===== src/hw/rtl/tbs_pkg.sv =====
// ----------------------------------------------------------------------------
// tbs_pkg
// Shared types and constants of the token bucket shaper.
// ----------------------------------------------------------------------------
package tbs_pkg;

    localparam int QUEUE_DEPTH   = 16;
    localparam int PTR_W         = $clog2(QUEUE_DEPTH);
    localparam int FILL_W        = $clog2(QUEUE_DEPTH + 1);
    localparam int CMDQ_DEPTH    = 2;
    localparam int CMDQ_PTR_W    = $clog2(CMDQ_DEPTH);
    localparam int CMDQ_CNT_W    = $clog2(CMDQ_DEPTH + 1);
    localparam int PADDR_W       = 3;
    localparam logic [15:0] INTERVAL_RESET = 16'd1;
    localparam logic [7:0]  DEPTH_RESET    = 8'd10;

    typedef enum logic {
        KIND_TICK    = 1'b0,
        KIND_ARRIVAL = 1'b1
    } kind_t;

    typedef enum logic {
        REG_TOKEN_INTERVAL = 1'b0,
        REG_BUCKET_DEPTH   = 1'b1
    } reg_index_t;

    typedef struct packed {
        kind_t       kind;
        logic [15:0] packet_id;
        logic [7:0]  packet_size;
    } cmd_t;

    typedef struct packed {
        logic [15:0] token_interval;
        logic [7:0]  bucket_depth;
    } cfg_t;

    typedef struct packed {
        logic        token_added;
        logic        token_dropped;
        logic        packet_released;
        logic [15:0] released_id;
        logic [7:0]  released_size;
        logic        packet_refused;
        logic [7:0]  tokens_now;
        logic [4:0]  queue_count;
    } result_t;

endpackage


===== src/hw/rtl/tbs_front.sv =====
// ----------------------------------------------------------------------------
// tbs_front
// Accepts input items, classifies them by kind and queues them for the back.
// ----------------------------------------------------------------------------
module tbs_front (
    input  logic          clk,
    input  logic          rst_n,
    input  logic          item_valid,
    output logic          item_stall,
    input  logic          func,
    input  logic [15:0]   packet_id,
    input  logic [7:0]    packet_size,
    output logic          cmd_valid,
    output tbs_pkg::cmd_t cmd,
    input  logic          cmd_pop
);
    import tbs_pkg::*;

    cmd_t                  slot_reg [CMDQ_DEPTH];
    logic [CMDQ_PTR_W-1:0] wr_ptr_reg, wr_ptr_next;
    logic [CMDQ_PTR_W-1:0] rd_ptr_reg, rd_ptr_next;
    logic [CMDQ_CNT_W-1:0] count_reg, count_next;
    logic                  push;
    cmd_t                  classified;

    assign item_stall = (count_reg == CMDQ_CNT_W'(CMDQ_DEPTH));
    assign push       = item_valid && !item_stall;
    assign cmd_valid  = (count_reg != '0);
    assign cmd        = slot_reg[rd_ptr_reg];

    always_comb
    begin
        classified.kind        = (func == 1'b1) ? KIND_ARRIVAL : KIND_TICK;
        classified.packet_id   = packet_id;
        classified.packet_size = packet_size;
    end

    always_comb
    begin
        wr_ptr_next = wr_ptr_reg;
        rd_ptr_next = rd_ptr_reg;
        count_next  = count_reg;
        if (push)
        begin
            wr_ptr_next = (wr_ptr_reg == CMDQ_PTR_W'(CMDQ_DEPTH - 1)) ? '0
                                                                     : wr_ptr_reg + 1'b1;
        end
        if (cmd_pop)
        begin
            rd_ptr_next = (rd_ptr_reg == CMDQ_PTR_W'(CMDQ_DEPTH - 1)) ? '0
                                                                     : rd_ptr_reg + 1'b1;
        end
        if (push && !cmd_pop)
        begin
            count_next = count_reg + 1'b1;
        end
        else if (!push && cmd_pop)
        begin
            count_next = count_reg - 1'b1;
        end
    end

    always_ff @(posedge clk or negedge rst_n)
    begin
        if (!rst_n)
        begin
            wr_ptr_reg <= '0;
            rd_ptr_reg <= '0;
            count_reg  <= '0;
        end
        else
        begin
            wr_ptr_reg <= wr_ptr_next;
            rd_ptr_reg <= rd_ptr_next;
            count_reg  <= count_next;
        end
    end

    always_ff @(posedge clk)
    begin
        if (push)
        begin
            slot_reg[wr_ptr_reg] <= classified;
        end
    end

endmodule


===== src/hw/rtl/tbs_back.sv =====
// ----------------------------------------------------------------------------
// tbs_back
// Executes ticks and arrivals against the bucket and packet queue, one a cycle while the result is not stalled.
// ----------------------------------------------------------------------------
module tbs_back (
    input  logic             clk,
    input  logic             rst_n,
    input  tbs_pkg::cfg_t    cfg,
    input  logic             cmd_valid,
    input  tbs_pkg::cmd_t    cmd,
    output logic             cmd_pop,
    output logic             result_valid,
    input  logic             result_stall,
    output tbs_pkg::result_t result
);
    import tbs_pkg::*;

    logic [15:0]       tick_count_reg, tick_count_next;
    logic [7:0]        token_count_reg, token_count_next;
    logic [PTR_W-1:0]  head_reg, head_next;
    logic [PTR_W-1:0]  tail_reg, tail_next;
    logic [FILL_W-1:0] fill_reg, fill_next;
    logic              result_valid_reg;
    result_t           result_reg, result_next;
    logic [15:0]       queue_ids [QUEUE_DEPTH];
    logic [7:0]        queue_sizes [QUEUE_DEPTH];

    logic              fire;
    logic              enqueue;
    logic [15:0]       limit;
    logic [15:0]       tick_inc;
    logic              deposit;
    logic [8:0]        token_inc;
    logic [7:0]        head_size;
    logic              queue_empty;
    logic              queue_full;

    assign fire         = cmd_valid && (!result_valid_reg || !result_stall);
    assign cmd_pop      = fire;
    assign result_valid = result_valid_reg;
    assign result       = result_reg;

    assign limit       = (cfg.token_interval == '0) ? 16'd1 : cfg.token_interval;
    assign tick_inc    = tick_count_reg + 16'd1;
    assign deposit     = (tick_inc >= limit) || (tick_inc == '0);
    assign token_inc   = {1'b0, token_count_reg} + 9'd1;
    assign head_size   = queue_sizes[head_reg];
    assign queue_empty = (fill_reg == '0);
    assign queue_full  = (fill_reg >= FILL_W'(QUEUE_DEPTH));

    always_comb
    begin
        tick_count_next  = tick_count_reg;
        token_count_next = token_count_reg;
        head_next        = head_reg;
        tail_next        = tail_reg;
        fill_next        = fill_reg;
        enqueue          = 1'b0;
        result_next      = '0;
        case (cmd.kind)
            KIND_TICK:
            begin
                tick_count_next = tick_inc;
                if (deposit)
                begin
                    tick_count_next = '0;
                    if (token_inc > {1'b0, cfg.bucket_depth})
                    begin
                        result_next.token_dropped = 1'b1;
                    end
                    else
                    begin
                        result_next.token_added = 1'b1;
                        token_count_next        = token_inc[7:0];
                        if (!queue_empty && (head_size <= token_inc[7:0]))
                        begin
                            result_next.packet_released = 1'b1;
                            result_next.released_id     = queue_ids[head_reg];
                            result_next.released_size   = head_size;
                            token_count_next            = token_inc[7:0] - head_size;
                            head_next = (head_reg == PTR_W'(QUEUE_DEPTH - 1)) ? '0
                                                                              : head_reg + 1'b1;
                            fill_next = fill_reg - 1'b1;
                        end
                    end
                end
            end
            KIND_ARRIVAL:
            begin
                if ((cmd.packet_size > cfg.bucket_depth) || queue_full)
                begin
                    result_next.packet_refused = 1'b1;
                end
                else if (queue_empty && (cmd.packet_size <= token_count_reg))
                begin
                    result_next.packet_released = 1'b1;
                    result_next.released_id     = cmd.packet_id;
                    result_next.released_size   = cmd.packet_size;
                    token_count_next            = token_count_reg - cmd.packet_size;
                end
                else
                begin
                    enqueue   = 1'b1;
                    tail_next = (tail_reg == PTR_W'(QUEUE_DEPTH - 1)) ? '0 : tail_reg + 1'b1;
                    fill_next = fill_reg + 1'b1;
                end
            end
            default:
            begin
                result_next = '0;
            end
        endcase
        result_next.tokens_now  = token_count_next;
        result_next.queue_count = 5'(fill_next);
    end

    always_ff @(posedge clk or negedge rst_n)
    begin
        if (!rst_n)
        begin
            tick_count_reg   <= '0;
            token_count_reg  <= '0;
            head_reg         <= '0;
            tail_reg         <= '0;
            fill_reg         <= '0;
            result_valid_reg <= 1'b0;
        end
        else
        begin
            if (fire)
            begin
                tick_count_reg  <= tick_count_next;
                token_count_reg <= token_count_next;
                head_reg        <= head_next;
                tail_reg        <= tail_next;
                fill_reg        <= fill_next;
            end
            if (fire)
            begin
                result_valid_reg <= 1'b1;
            end
            else if (!result_stall)
            begin
                result_valid_reg <= 1'b0;
            end
        end
    end

    always_ff @(posedge clk)
    begin
        if (fire)
        begin
            result_reg <= result_next;
        end
        if (fire && enqueue)
        begin
            queue_ids[tail_reg]   <= cmd.packet_id;
            queue_sizes[tail_reg] <= cmd.packet_size;
        end
    end

`ifndef NO_ASSERTIONS
    a_fill_bound: assert property (@(posedge clk) disable iff (!rst_n)
        fill_reg <= FILL_W'(QUEUE_DEPTH))
        else $error("packet queue fill above depth");

    a_token_flags: assert property (@(posedge clk) disable iff (!rst_n)
        result_valid_reg |-> !(result_reg.token_added && result_reg.token_dropped))
        else $error("token added and dropped together");

    a_refuse_release: assert property (@(posedge clk) disable iff (!rst_n)
        result_valid_reg && result_reg.packet_refused |-> !result_reg.packet_released)
        else $error("arrival refused and released together");

    a_release_fields: assert property (@(posedge clk) disable iff (!rst_n)
        result_valid_reg && !result_reg.packet_released
            |-> (result_reg.released_id == '0) && (result_reg.released_size == '0))
        else $error("release fields set without a release");

    a_stall_hold: assert property (@(posedge clk) disable iff (!rst_n)
        result_valid_reg && result_stall |=> result_valid_reg && $stable(result_reg))
        else $error("result changed while stalled");
`endif

endmodule


===== src/hw/rtl/token_bucket_shaper_unit.sv =====
// ----------------------------------------------------------------------------
// token_bucket_shaper_unit
// Token bucket shaper: ticks deposit tokens, arrivals queue or release packets.
// ----------------------------------------------------------------------------
//  channel   direction  handshake                     payload
//  item      in         item_valid / item_stall       func, packet_id, packet_size
//  result    out        result_valid / result_stall   token_added .. queue_count
//  config    in         APB psel/penable/pready       paddr, pwdata, prdata
//
//  One item per cycle sustained while the result is not stalled; the back executes one queued command a cycle.
//  An item passes the command queue, then the back's result register, before
//  result_valid rises for it.
//  Reset clears the bucket, counters and packet queue; interval 1, depth 10.
//  item_stall rises only when the two-entry command queue is full.
//  A stalled result holds while the front keeps filling the command queue.
// ----------------------------------------------------------------------------
module token_bucket_shaper_unit (
    input  logic                        clk,
    input  logic                        rst_n,
    input  logic                        psel,
    input  logic                        penable,
    input  logic                        pwrite,
    input  logic [tbs_pkg::PADDR_W-1:0] paddr,
    input  logic [31:0]                 pwdata,
    output logic [31:0]                 prdata,
    output logic                        pready,
    input  logic                        item_valid,
    output logic                        item_stall,
    input  logic                        func,
    input  logic [15:0]                 packet_id,
    input  logic [7:0]                  packet_size,
    output logic                        result_valid,
    input  logic                        result_stall,
    output logic                        token_added,
    output logic                        token_dropped,
    output logic                        packet_released,
    output logic [15:0]                 released_id,
    output logic [7:0]                  released_size,
    output logic                        packet_refused,
    output logic [7:0]                  tokens_now,
    output logic [4:0]                  queue_count
);
    import tbs_pkg::*;

    logic [15:0] token_interval_reg;
    logic [7:0]  bucket_depth_reg;
    logic        cfg_write;
    reg_index_t  reg_index;
    cfg_t        cfg;
    logic        cmd_valid;
    cmd_t        cmd;
    logic        cmd_pop;
    result_t     result;

    assign pready    = 1'b1;
    assign cfg_write = psel && penable && pwrite && pready;
    assign reg_index = (paddr[2] == 1'b1) ? REG_BUCKET_DEPTH : REG_TOKEN_INTERVAL;

    always_comb
    begin
        case (reg_index)
            REG_TOKEN_INTERVAL: prdata = {16'd0, token_interval_reg};
            REG_BUCKET_DEPTH:   prdata = {24'd0, bucket_depth_reg};
            default:            prdata = '0;
        endcase
    end

    always_ff @(posedge clk or negedge rst_n)
    begin
        if (!rst_n)
        begin
            token_interval_reg <= INTERVAL_RESET;
            bucket_depth_reg   <= DEPTH_RESET;
        end
        else if (cfg_write)
        begin
            case (reg_index)
                REG_TOKEN_INTERVAL: token_interval_reg <= pwdata[15:0];
                REG_BUCKET_DEPTH:   bucket_depth_reg   <= pwdata[7:0];
                default:            token_interval_reg <= token_interval_reg;
            endcase
        end
    end

    assign cfg.token_interval = token_interval_reg;
    assign cfg.bucket_depth   = bucket_depth_reg;

    tbs_front u_front (
        .clk         (clk),
        .rst_n       (rst_n),
        .item_valid  (item_valid),
        .item_stall  (item_stall),
        .func        (func),
        .packet_id   (packet_id),
        .packet_size (packet_size),
        .cmd_valid   (cmd_valid),
        .cmd         (cmd),
        .cmd_pop     (cmd_pop)
    );

    tbs_back u_back (
        .clk          (clk),
        .rst_n        (rst_n),
        .cfg          (cfg),
        .cmd_valid    (cmd_valid),
        .cmd          (cmd),
        .cmd_pop      (cmd_pop),
        .result_valid (result_valid),
        .result_stall (result_stall),
        .result       (result)
    );

    assign token_added     = result.token_added;
    assign token_dropped   = result.token_dropped;
    assign packet_released = result.packet_released;
    assign released_id     = result.released_id;
    assign released_size   = result.released_size;
    assign packet_refused  = result.packet_refused;
    assign tokens_now      = result.tokens_now;
    assign queue_count     = result.queue_count;

endmodule

===== config.mk =====
export PLATFORM = sky130hd
export DESIGN_NAME = token_bucket_shaper_unit
export DESIGN_NICKNAME = d
export VERILOG_FILES = /design/src/hw/rtl/tbs_pkg.sv /design/src/hw/rtl/tbs_front.sv /design/src/hw/rtl/tbs_back.sv /design/src/hw/rtl/token_bucket_shaper_unit.sv
export SDC_FILE = /design/constraint.sdc
export NUM_CORES = 1
export LEC_CHECK = 0
export BUFFER_PORTS_ARGS = -buffer_cell sky130_fd_sc_hd__buf_2
export CAP_MARGIN = 0
export CELL_PAD_IN_SITES_DETAIL_PLACEMENT = 0
export CELL_PAD_IN_SITES_GLOBAL_PLACEMENT = 1
export CORE_MARGIN = 5
export CORE_UTILIZATION = 40
export DETAILED_ROUTE_END_ITERATION = 8
export PLACE_DENSITY_LB_ADDON = 0.1
export SYNTH_ARGS = -nofsm -noshare
export SYNTH_HDL_FRONTEND = slang
export SYNTH_SLANG_ARGS = --single-unit

===== constraint.sdc =====
create_clock -name clk -period 6.1 [get_ports clk]
set_input_delay 0.305 -clock clk [delete_from_list [all_inputs] [get_ports clk]]
set_output_delay 0.305 -clock clk [all_outputs]
set_load 0.005 [all_outputs]

# [Yosys cells after proc, flatten, opt, wreduce, memory -nomap -nowiden]
# Memories as Yosys holds them, arrays and structs flattened.
# Cells that the tools add are included.
[word_totals] register_bits=107 memories=3 out_inout_bits=76 input_bits=67 ramBits=434 wordCells=120
[memory_table] name="u_back.queue_ids" depth=16 word_bits=16 read_ports=1 rd_clocked_by_memory_dff=0 write_ports=1 line="tbs_back.sv:25" source="logic [15:0] queue_ids [QUEUE_DEPTH];"
[memory_table] name="u_back.queue_sizes" depth=16 word_bits=8 read_ports=1 rd_clocked_by_memory_dff=0 write_ports=1 line="tbs_back.sv:26" source="logic [7:0] queue_sizes [QUEUE_DEPTH];"
[memory_table] name="u_front.slot_reg" depth=2 word_bits=25 read_ports=1 rd_clocked_by_memory_dff=0 write_ports=1 line="tbs_front.sv:19" source="cmd_t slot_reg [CMDQ_DEPTH];"
[classes] reduce_logical=29 bitwise=6 muxes=41 order_cmp=6 add_sub_neg=12 eq_ne=4
[ops] cell="25-bit two-way mux" n=5
[ops] cell="32-bit case mux with 2 select lines" n=1
[ops] cell="25-bit case mux with 2 select lines" n=1
[ops] cell="8-bit two-way mux" n=5
[ops] cell="16-bit zero test" n=2
[ops] cell="16-bit two-way mux" n=2
[ops] cell="5-bit two-way mux" n=5
[ops] cell="16-bit by 1-bit adder with 16-bit output, second input constant" n=1
[ops] cell="16-bit >= comparator" n=1
[ops] cell="8-bit <= comparator" n=2
[ops] cell="1-bit two-way mux" n=16
[ops] cell="8-bit case mux with 2 select lines" n=1
[ops] cell="8-bit subtractor" n=2
[ops] cell="5-bit case mux with 2 select lines" n=1
[ops] cell="8-bit by 1-bit adder with 9-bit output, second input constant" n=1
[ops] cell="9-bit by 8-bit > comparator with 1-bit output" n=1
[ops] cell="1-bit logical AND" n=9
[ops] cell="4-bit by 1-bit adder with 4-bit output, second input constant" n=2
[ops] cell="4-bit == test, second input constant" n=2
[ops] cell="8-bit > comparator" n=1
[ops] cell="4-bit two-way mux" n=2
[ops] cell="1-bit zero test" n=6
[ops] cell="1-bit NOT" n=6
[ops] cell="2-bit AND reduction" n=3
[ops] cell="other kinds (15)" n=20

# [Logic depth before layout (Yosys ltp)]
# An unclocked memory read counts as a cell.
[logic_depth] word_depth=9 mapped_depth=21 depth_no_buf=16

# [Cells and area by module]
# From an unflattened synthesis, not the netlist that was laid out.
[hier_totals] cells_unflattened=1365 area_unflattened_um2=23804.1
[by_module_without_submodules] module="tbs_back" instances=1 cells_each=1180 area_each_um2=20449.6
[by_module_without_submodules] module="tbs_front" instances=1 cells_each=97 area_each_um2=2103.3
[by_module_without_submodules] module="token_bucket_shaper_unit" instances=1 cells_each=88 area_each_um2=1251.2

# [Worst setup path before layout]
# Ideal clock, no wire load.
[synth_timing] path_kind="reg-to-reg" startpoint="register u_front.rd_ptr_reg" endpoint="memory u_back.queue_ids[4][0], enable pin" path_slack_ns=1.407 t_arrival_ns=4.310 path_stages_with_launch=15 synth_period_minus_slack_ns=4.693 n_path_buf=2 path_cell_list="dfrtp_1 -> clkbuf_1 -> clkbuf_1 -> mux2i_1 -> inv_1 -> ha_1 -> fa_1 -> nor2b_1 -> o21ai_0 -> a31oi_1 -> o21a_1 -> nor4_1 -> and2_1 -> nor2b_1 -> and2_1"
[synth_lines] item="start, declared" line="tbs_front.sv:21" source="logic [CMDQ_PTR_W-1:0] rd_ptr_reg, rd_ptr_next;"
[synth_lines] item="start signal, assigned" line="tbs_front.sv:74" source="rd_ptr_reg <= rd_ptr_next;"
[synth_lines] item="end, declared" line="tbs_back.sv:25"

# [Worst setup path after layout]
[layout_timing] startpoint="register u_back.head_reg[0]" endpoint="register u_back.fill_reg[1]"
[layout_between] elab_chain_len=7
[layout_rtl] item="start, declared" line="tbs_back.sv:20" source="logic [PTR_W-1:0] head_reg, head_next;"
[layout_rtl] item="start signal, assigned" line="tbs_back.sv:134" source="head_reg <= head_next;"
[layout_rtl] item="memory 16 x 8 bit"
[layout_rtl] item="8-bit <= comparator" line="tbs_back.sv:75" source="if (!queue_empty && (head_size <= token_inc[7:0]))"
[layout_rtl] item="1-bit logical AND" line="tbs_back.sv:75"
[layout_rtl] item="5-bit two-way mux" line="tbs_back.sv:75"
[layout_rtl] item="5-bit two-way mux" line="tbs_back.sv:67" source="if (token_inc > {1'b0, cfg.bucket_depth})"
[layout_rtl] item="5-bit two-way mux" line="tbs_back.sv:64" source="if (deposit)"
[layout_rtl] item="5-bit case mux with 2 select lines" line="tbs_back.sv:60" source="case (cmd.kind)"
[layout_rtl] item="end signal, assigned" line="tbs_back.sv:136" source="fill_reg <= fill_next;"
[layout_rtl] item="end, declared" line="tbs_back.sv:22" source="logic [FILL_W-1:0] fill_reg, fill_next;"
# Every way passes these cells.
# A chain may end at the register's enable or synchronous reset.

==> key figures <==
Run status
  • Status: finished clean

Cells and area
  • Max reg flops: 256
  • Final net count: 1853
  • Share of layout cells above drive strength 1: 0.220
  • Most frequent cells in the layout: 475 x edfxtp_1, 107 x buf_2, 102 x nand2_1
  • N_diodes: 0
  • Commonest non-fill, non-tap cell in the layout: edfxtp_1
  • Syn-to-layout area delta: 16.7%
  • Final Instance Count excl. Fillers: 2549
  • Fillers: 5212

STA
  • Fin Clk Skew: 0.0216 ns
  • Worst-Margin Slew: 1.08 ns
  • Period minus WS final: 4.95 ns
  • Max_slew headroom: 0.279
  • Post-route clock period utilization: 0.811
  • Fmax: 0.202 GHz
  • Post-route setup TNS: 0 ns
  • Hold Fails Final Rpt: 0
  • RSZ-0062 raised after global routing: no
  • Final setup vio count: 0
  • Slew Limit Fails: 0

Synthesis
  • Area of the mapped netlist: 0.0236 sq mm
  • Area share of the largest cell type after synthesis: 0.604
  • Distinct cells, synth: 72
  • Yosys reg bits: 541
  • Sequential element share of the synthesized area: 0.674
  • Synth top area cells: edfxtp_1 60%, dfrtp_1 6.7%, mux4_2 4.9%
  • Total number of yosys warnings: 0
  • Gate Count Post-Synth: 1527
  • Syn_area_per_cell: 15.5 sq um
  • Dominant synthesized flop cell: edfxtp_1
  • Cell taking the most area after synthesis: edfxtp_1
  • Post-synth ARST share: 0.122
  • Post-synth EDFFs: 475

GRT
  • Largest net degree at the start of global routing: 67
  • Gr ovfl total: 0
  • Overall Global Routing Usage: 0.186
  • Grt met3 use: 0.0280
  • GRT busiest layer: met2
  • Vias in the first global route: 14100
  • Met1 Use GR: 0.274
  • First-pass GRT wire length: 89700 um
  • Initial antenna violation count: 0
  • Met2 usage: 0.294

Clock tree
  • Clock sinks: 541
  • Num CTS Buffers: 58
  • Clk slew on worst S/H paths: 0.06 ns
  • Cts repair resizes: 0
  • CTS Root Cell: clkbuf_16
  • CTS tree: yes
  • Setup Buffers After CTS: 0
  • H-Tree Level Count: 2
  • Clock Path Buffers: 3
  • Hold buffer count at cts: 43
  • Worst-Skew Late Latency: 0.63 ns

Setup path
  • Startpoint types: flip-flop
  • Req. time, crit path: 6.67 ns
  • Setup CP Type: reg2reg
  • Worst EP arrival: 5.52 ns
  • Maximum fanout along the worst path: 32
  • CP Capture Type: flip-flop

Power
  • Leakage: 9.63 nW
  • Net switching power: 3.76 mW
  • Sw Ratio: 0.317
  • P per Cell Area: 430 mW/mm^2
  • VDD IR max: 0.265 mV
  • P_int: 8.11 mW
  • Combinational power share: 0.278
  • Reg power frac: 0.432
  • Clock power frac: 0.290

Placement
  • Placed cell count: 2396
  • Port Buffers: 107
  • DP HPWL: 36100 um
  • Gpl congestion: 0.798

Route
  • Wire length per cell: 23.6 um
  • DRC: 0
  • DR iter-0 viols: 878
  • Via count of the routed design: 13900
  • Final wirelength: 60100 um
  • Post-route ant nets: 0
  • DRT Pass-1 Iters: 5
  • Vias per cell: 5.44

Floorplan
  • IO Pins: 143
  • Die ar.: 0.0640 sq mm
  • Initial cell density of the core: 0.402
  • FP Rows: 89
  • Die width: 253 um
  • Area of the core: 0.0588 sq mm
  • Die height: 253 um

Run
  • Max cap viols: 0

Hold path
  • Hold Path Class: in2reg
## power by group through the flow
stage | logic [mW] | registers, mW | clock network [mW]
after global placement | 3.28 | 5.19 | 0
final | 3.30 | 5.13 | 3.44
after global routing | 3.65 | 5.18 | 3.71
after detailed placement | 3.31 | 5.20 | 0
after floorplan | 2.22 | 5.06 | 0
after CTS | 3.35 | 5.13 | 3.55
## final cells by class
cell class | instances | area [sq um] | share of cell area
Sequential cell | 541 | 15900 | 0.577
Clock buffer | 84 | 1620 | 0.0587
Tap cell | 773 | 967 | 0.0351
Multi-Input combinational cell | 869 | 7200 | 0.261
Inverter | 47 | 176 | 0.00640
Timing Repair Buffer | 209 | 1420 | 0.0515
Clock inverter | 26 | 272 | 0.00984
## critical path, cell delays in order (launching register included)
cell and delay, ns:
dfrtp_4 0.78, buf_4 0.35, mux4_2 0.54, a22oi_1 0.19, nand2_1 0.16, ha_1 0.24, inv_1 0.08, fa_1 0.21
a21o_1 0.14, a211oi_1 0.07, o21ai_0 0.58, nand2b_1 0.22, buf_12 0.21, nor4b_4 0.56, buf_4 0.25, mux2i_1 0.19
o21a_1 0.14
## cells by family after synthesis
logic type	Yosys count	share of synthesized area
flops	541	0.674
simple gates	283	0.0594
compound gates	260	0.0760
mux	204	0.117
buf+inv	132	0.0246
fa+ha+maj	60	0.0324
xor+xnor	45	0.0167
other cells	2	0.000318
## stage by stage
step            util  cell area [sq um]  total power, mW  hold slack (ns)  setup WS [ns]
6_report       0.469              27600             11.9           0.0486           1.15
5_1_grt        0.469              27600             12.5           0.0382          0.787
4_1_cts        0.469              27600             12.0          0.00745           1.12
3_5_place_dp   0.430              25300             8.52            0.484           1.14
3_3_place_gp   0.430              25300             8.47            0.484           1.20
2_1_floorplan      -              23700             7.28          0.00941           1.41
## path summary, 6_finish.rpt
check,startpoint,slack [ns],depth (start not counted),to
max,u_back.head_reg[0]$_DFFE_PN0P_,1.15,16,u_back.fill_reg[1]$_DFFE_PN0P_
min,item_valid,0.05,3,u_front.wr_ptr_reg$_DFFE_PN0P_
max reg2reg,u_back.head_reg[0]$_DFFE_PN0P_,1.15,16,u_back.fill_reg[1]$_DFFE_PN0P_
min reg2reg,u_back.result_valid$_DFFE_PN0P_,0.49,2,u_back.result_valid$_DFFE_PN0P_
max in group asynchronous,rst_n,4.88,3,u_back.head_reg[0]$_DFFE_PN0P_
min in group asynchronous,rst_n,0.46,3,token_interval_reg[8]$_DFFE_PN0P_
## metal layers
layer / up-vias / wire length, um
met4: 0 / 1310
met1: 7150 / 28200
li1: 6344 / -
met5: - / 0
met3: 74 / 2500
met2: 293 / 28100
## synth_stat cells, types with 13 or more instances
master       n
o21ai_0     69
o21a_1      13
mux2_2      66
nand3_1     32
and3_1      13
xor2_1      20
o2bb2ai_1   17
buf_4       19
a21oi_1     43
dfrtp_1     63
nand2_1    102
ha_1        58
and2_1      15
mux4_2      51
mux2i_1     86
edfxtp_1   475
clkbuf_1    42
nor2_1      46
nand4_1     14
a221oi_1    17
xnor2_1     25
inv_1       45
o221ai_1    32
No activity file was read; power rests on OpenSTA's default activity.
